`src/bict_pkg.sv`:
```
// bict_pkg: request/status codes and word types for the bitmap-indexed table.
// No dependencies; used by the top level, bict_check and the benches under verif.
`default_nettype none

package bict_pkg;

  typedef enum logic [1:0] {
    REQ_LOOKUP = 2'd0,
    REQ_ADD    = 2'd1,
    REQ_REMOVE = 2'd2
  } req_e;

  typedef enum logic [1:0] {
    ST_DONE    = 2'd0,
    ST_REFUSED = 2'd1,
    ST_ABSENT  = 2'd2
  } status_e;

  typedef logic [6:0]  slot_t;
  typedef logic [31:0] value_t;

  typedef struct packed {
    logic [1:0] req_type;
    logic [5:0] type_index;
    value_t     entry_value;
  } in_word_t;

  typedef struct packed {
    logic    found;
    value_t  value_out;
    slot_t   slot_index;
    status_e status;
    slot_t   entry_count;
  } out_word_t;

endpackage

`default_nettype wire

```
`src/bict_ram.sv`:
```
// bict_ram: generic single-write, single-read RAM with registered read data.
// No dependencies.
`default_nettype none

module bict_ram #(
  parameter int WIDTH = 32,
  parameter int DEPTH = 64
) (
  input  wire logic                     clk,
  input  wire logic                     we,
  input  wire logic [$clog2(DEPTH)-1:0] waddr,
  input  wire logic [WIDTH-1:0]         wdata,
  input  wire logic                     re,
  input  wire logic [$clog2(DEPTH)-1:0] raddr,
  output      logic [WIDTH-1:0]         rdata
);

  logic [WIDTH-1:0] mem [DEPTH];

  always_ff @(posedge clk) begin
    if (we) begin
      mem[waddr] <= wdata;
    end
  end

  always_ff @(posedge clk) begin
    if (re) begin
      rdata <= mem[raddr];
    end
  end

endmodule

`default_nettype wire

```
`src/bict_rank.sv`:
```
// bict_rank: presence test, rank below a type and total count over the mask.
// Depends on nothing; instantiated by bitmap_indexed_compact_table.
`default_nettype none

module bict_rank #(
  parameter int NUM_TYPES = 64
) (
  input  wire logic [NUM_TYPES-1:0]           mask,
  input  wire logic [5:0]                     type_index,
  output      logic                           present,
  output      logic [$clog2(NUM_TYPES+1)-1:0] rank,
  output      logic [$clog2(NUM_TYPES+1)-1:0] count
);

  localparam int CNT_W = $clog2(NUM_TYPES + 1);
  localparam int GRP   = (NUM_TYPES + 7) / 8;
  localparam int PAD   = GRP * 8;

  logic [PAD-1:0] mask_pad;
  logic [PAD-1:0] below_pad;
  logic [PAD-1:0] sel_pad;

  function automatic logic [3:0] pop8(input logic [7:0] v);
    logic [3:0] n;
    n = '0;
    for (int i = 0; i < 8; i++) begin
      n = n + 4'(v[i]);
    end
    return n;
  endfunction

  always_comb begin
    mask_pad  = '0;
    below_pad = '0;
    sel_pad   = '0;
    mask_pad[NUM_TYPES-1:0] = mask;
    for (int j = 0; j < NUM_TYPES; j++) begin
      below_pad[j] = 7'(j) < {1'b0, type_index};
      sel_pad[j]   = 7'(j) == {1'b0, type_index};
    end
  end

  assign present = |(mask_pad & sel_pad);

  always_comb begin
    logic [PAD-1:0] ranked;
    ranked = mask_pad & below_pad;
    rank   = '0;
    count  = '0;
    for (int g = 0; g < GRP; g++) begin
      rank  = rank + CNT_W'(pop8(ranked[g*8 +: 8]));
      count = count + CNT_W'(pop8(mask_pad[g*8 +: 8]));
    end
  end

endmodule

`default_nettype wire

```
`src/bitmap_indexed_compact_table.sv`:
```
// bitmap_indexed_compact_table: top level, presence mask, request decode and
// result register. Depends on bict_pkg, bict_rank and bict_ram.
//
//   channel  signals                       word
//   in       in_valid / in_ready           bict_pkg::in_word_t
//   out      out_valid / out_ready         bict_pkg::out_word_t
//
// One request per cycle unless a waiting result is stalled; its result shows in the cycle after acceptance.
// Rank and count come from the mask register in the same cycle; identifiers
// sit in a RAM addressed by type, written on add, read on lookup.
// Reset clears the mask and output valid; RAM contents stay undefined.
// A stalled result holds; in_ready follows out_ready while a result waits.
`default_nettype none

module bitmap_indexed_compact_table #(
  parameter int NUM_TYPES  = 64,
  parameter int VALUE_BITS = 32
) (
  input  wire logic                 clk,
  input  wire logic                 rst_n,
  input  wire logic                 in_valid,
  output      logic                 in_ready,
  input  wire bict_pkg::in_word_t   in_data,
  output      logic                 out_valid,
  input  wire logic                 out_ready,
  output      bict_pkg::out_word_t  out_data
);

  localparam int CNT_W = $clog2(NUM_TYPES + 1);
  localparam int AW    = $clog2(NUM_TYPES);
  localparam int VW    = (VALUE_BITS < 32) ? VALUE_BITS : 32;

  logic [NUM_TYPES-1:0] mask_r, mask_nxt;
  logic                 out_valid_r, out_valid_nxt;
  logic                 found_r, hit_r;
  logic [CNT_W-1:0]     rank_r, count_r;
  bict_pkg::status_e    status_r;

  logic                 accept;
  logic                 in_range;
  logic                 present;
  logic [CNT_W-1:0]     rank, count, count_nxt;
  bict_pkg::status_e    status;
  logic                 do_add, do_rem, do_hit;
  logic [AW-1:0]        addr;
  logic [VW-1:0]        rdata;
  logic [NUM_TYPES-1:0] onehot;

  assign accept   = in_valid && in_ready;
  assign in_ready = !out_valid_r || out_ready;
  assign in_range = {1'b0, in_data.type_index} < 7'(NUM_TYPES);
  assign addr     = in_data.type_index[AW-1:0];

  bict_rank #(.NUM_TYPES(NUM_TYPES)) u_rank (
    .mask       (mask_r),
    .type_index (in_data.type_index),
    .present    (present),
    .rank       (rank),
    .count      (count)
  );

  always_comb begin
    do_add    = 1'b0;
    do_rem    = 1'b0;
    do_hit    = 1'b0;
    count_nxt = count;
    status    = present ? bict_pkg::ST_DONE : bict_pkg::ST_ABSENT;
    case (in_data.req_type)
      bict_pkg::REQ_ADD: begin
        if (!in_range) begin
          status = bict_pkg::ST_ABSENT;
        end else if (present) begin
          status = bict_pkg::ST_REFUSED;
        end else begin
          do_add    = 1'b1;
          count_nxt = count + CNT_W'(1);
          status    = bict_pkg::ST_DONE;
        end
      end
      bict_pkg::REQ_REMOVE: begin
        if (present) begin
          do_rem    = 1'b1;
          count_nxt = count - CNT_W'(1);
        end
      end
      default: begin
        do_hit = present;
      end
    endcase
  end

  always_comb begin
    for (int j = 0; j < NUM_TYPES; j++) begin
      onehot[j] = 7'(j) == {1'b0, in_data.type_index};
    end
    mask_nxt = mask_r;
    if (accept && do_add) begin
      mask_nxt = mask_r | onehot;
    end else if (accept && do_rem) begin
      mask_nxt = mask_r & ~onehot;
    end
    out_valid_nxt = accept || (out_valid_r && !out_ready);
  end

  bict_ram #(.WIDTH(VW), .DEPTH(NUM_TYPES)) u_ram (
    .clk   (clk),
    .we    (accept && do_add),
    .waddr (addr),
    .wdata (in_data.entry_value[VW-1:0]),
    .re    (accept && do_hit),
    .raddr (addr),
    .rdata (rdata)
  );

  always_ff @(posedge clk) begin
    if (!rst_n) begin
      mask_r      <= '0;
      out_valid_r <= 1'b0;
    end else begin
      mask_r      <= mask_nxt;
      out_valid_r <= out_valid_nxt;
    end
  end

  always_ff @(posedge clk) begin
    if (accept) begin
      found_r  <= present;
      hit_r    <= do_hit;
      rank_r   <= rank;
      count_r  <= count_nxt;
      status_r <= status;
    end
  end

  assign out_valid             = out_valid_r;
  assign out_data.found        = found_r;
  assign out_data.value_out    = hit_r ? bict_pkg::value_t'(rdata) : '0;
  assign out_data.slot_index   = bict_pkg::slot_t'(rank_r);
  assign out_data.status       = status_r;
  assign out_data.entry_count  = bict_pkg::slot_t'(count_r);

endmodule

`default_nettype wire

```
`config.mk`:
```
export PLATFORM = sky130hd
export DESIGN_NAME = bitmap_indexed_compact_table
export DESIGN_NICKNAME = d
export VERILOG_FILES = /design/src/bict_pkg.sv /design/src/bict_ram.sv /design/src/bict_rank.sv /design/src/bitmap_indexed_compact_table.sv
export SDC_FILE = /design/constraint.sdc
export NUM_CORES = 2
export LEC_CHECK = 0
export BUFFER_PORTS_ARGS = -buffer_cell sky130_fd_sc_hd__buf_4
export CAP_MARGIN = 20
export CORE_UTILIZATION = 43
export CTS_CLUSTER_SIZE = 28
export DETAILED_ROUTE_END_ITERATION = 10
export SKIP_CTS_REPAIR_TIMING = 1
export SLEW_MARGIN = 20
export SYNTH_ARGS = -nofsm -noshare
export SYNTH_HDL_FRONTEND = slang
export SYNTH_SLANG_ARGS = --single-unit
```
`constraint.sdc`:
```
create_clock -name clk -period 9.15 [get_ports clk]
set_clock_uncertainty 0.05 [all_clocks]
set_input_delay 0.4575 -clock clk [delete_from_list [all_inputs] [get_ports clk]]
set_output_delay 0.4575 -clock clk [all_outputs]
set_load 0.02 [all_outputs]
```
==> impl_metrics.toml <==
[floorplan]
die_area_sq_um = 208000
die_y_microns = 456
num_rows = 166
start_util_pct = 43.3
fp.dieW_microns = 456
core_sq_um = 205000
io_pins = 95

[cells_and_area]
layout_common_cells = "edfxtp_1, mux4_2, buf_4, clkbuf_16, inv_1"
fin_nets = 4922
final_common_cell = "edfxtp_1"
area_growth_pct = 13.1
drive_gt1_share_pct = 24.7
design_area_sq_um = 100000
post-route-util_pct = 49.0

[flow_run]
max-cap-violations = 0

[setup_path]
cp.required_ps = 9700
crit_top_cell = "fa_1"
crit_fanout = 7
startpoint_type = "flip-flop"
cp.arrival_ps = 8280
worstSetupPathType = "flip-flop to flip-flop"
crit_path_end_kind = "flip-flop"
cp_slowest_stage_delay_ps = 540
slowest_stage = "fa_1"

[place]
portBuffers = 94
dpl.hpwl_microns = 151000
pre_cts_slack_ps = 1020
place_congestion = 0.951
placed_area_sq_um = 93300

[grt]
globalRouteTotalUtil_pct = 24.8
antenna_found_initial = 9
grt_pass1_wl_microns = 362000
grt_max_degree = 118
grt_pass1_vias = 46400
grt_overflow_total = 0

[clock_network]
root_buffer = "clkbuf_16"
htree_levels = 4
clkTransAtPathRegs_ps = 60
cts_tree = "built"
cts_max_path_buffers = 3
clock_sinks = 2163
clock_insertion_delay_worst_skew_ps = 870
numCtsBuffers = 218

[sta]
slew_viol_final = 0
fin_setup_tns_ps = 0
rsz0062_at_grt = "false"
worstMarginPinSlew_ps = 1060
hold_violations = 0
setup_viol = 0
min_period_over_period_pct = 84.5
fmax_mhz = 129
worst_slack_ps = 1420
slew_headroom_pct = 29.2
post-route-min-period_ps = 7730

[logic_synthesis]
synth.area.top_cells = "edfxtp_1, mux4_2, fa_1, mux2i_1, dfxtp_1"
syn-cell-area_sq_um = 88600
yosysWarnings = 0
synth-seq-cells = 2163
synth_cells = 4460
netlist.area_leader.share_pct = 71.1
synthFlopType = "edfxtp_1"
synth_top_cell_by_area = "edfxtp_1"
avgSynthCellArea_sq_um = 19.9
syn_nets = 4688
seq_area_frac_synth_pct = 72.6
ys_async_sr_fraction_pct = 0
synth_edf_count = 2098
synth_cell_type_count = 79

[pwr]
power.density_nw_per_um2 = 205
p_leak_uw = 0.0323
ir_drop_v = 0.000167

[drt]
drc_errors = 0
wirelength_microns = 259000
wire_per_inst_microns = 34.2
drt-initial-drc-count = 6269
vias_per_cell = 6.16
vias = 46700
ant_nets = 0
drtPass1Iterations = 8

[hold_path]
hold_class = "input port to flip-flop"

[outcome]
run_status = "completed"
## stage by stage
step / hold slack [ps] / instances / total power (uW)
final: 75.3 / 7572 / 20500
after global routing: 83.7 / 7566 / 21100
after CTS: -268 / 7561 / 20700
after detailed placement: 430 / 7158 / 12100
after global placement: 413 / 7156 / 12100
after floorplan: 400 / 4460 / 11600
## per-layer routing
layer | vias up | share of wire, % | track usage [%]
li1 | 18700 | - | -
met4 | 0 | 3.6 | 9.02
met1 | 25100 | 41 | 34.7
met5 | - | 0 | 0
met2 | 2384 | 47 | 39.1
met3 | 442 | 8.2 | 4.45
## kinds of logic (layout without fill, tap and decap cells)
family                     Yosys count  after routing  share of synthesized area (%)
adders and majority gates          184            184                           3.45
xor gates and xnor gates            29             29                          0.287
buffers and inverters              457            874                           2.48
muxes                              687            687                           14.8
DFF                               2163           2163                           72.6
AOI/OAI and AO/OA                  533            533                           4.16
and+or+nand+nor                    407            407                           2.31
other                                0              7                              0
## final cells by class
cell class / instances / area (sq um)
antenna: 7 / 17.5
multi-input combinational: 1840 / 22600
clock buffer: 283 / 5870
inverter: 198 / 743
clock inverter: 120 / 976
sequential: 2163 / 64300
tap: 2688 / 3360
fill: 16600 / 105000
timing repair buffer: 273 / 2360
## critical path: cells and delay by family (launching register included)
kind | cells | cell delay, ps
multiplexers | 1 | 220
AO/OA/AOI/OAI | 4 | 550
buffers and inverters | 6 | 320
XOR/XNOR | 2 | 630
adder cells (fa/ha/maj) | 11 | 4910
flip-flops | 1 | 350
AND/OR/NAND/NOR | 1 | 420
## final timing paths
kind                endpoint  cells past startpoint  slack (ps)         from
hold reg to reg    flip-flop                      2         440    flip-flop
setup / recovery  count_r[6]                     25        1420    flip-flop
hold / removal     flip-flop                      4          80  in_data[35]
setup reg to reg  count_r[6]                     25        1420    flip-flop
## power breakdown
| group | internal (uW) | total, uW | switching (uW) |
|---|---|---|---|
| Clock | 4920 | 8640 | 3720 |
| Combinational | 345 | 1020 | 680 |
| Sequential | 10900 | 10900 | 4.54 |
## sequential cells by signal, summed over array words and instances (netlist names), named ones only
| name | flops |
|---|---|
| u_ram.mem | 2048 |
| u_ram.rdata | 32 |
| count_r | 7 |
| rank_r | 7 |
| status_r | 2 |
| found_r | 1 |
| hit_r | 1 |
| out_valid | 1 |
## synth_stat cells, drive strengths merged, types with 22 or more instances
master,number
nand3,37
mux2i,135
mux4,490
inv,195
nand2,98
o311ai,56
mux2,62
o21ai,115
clkbuf,98
a221oi,31
nor2b,26
nor2,117
fa,101
and2,44
buf,161
dfxtp,65
a21oi,67
edfxtp,2098
o22ai,63
a22oi,62
xnor2,22
ha,83
Power figures use the tool's default switching activity.
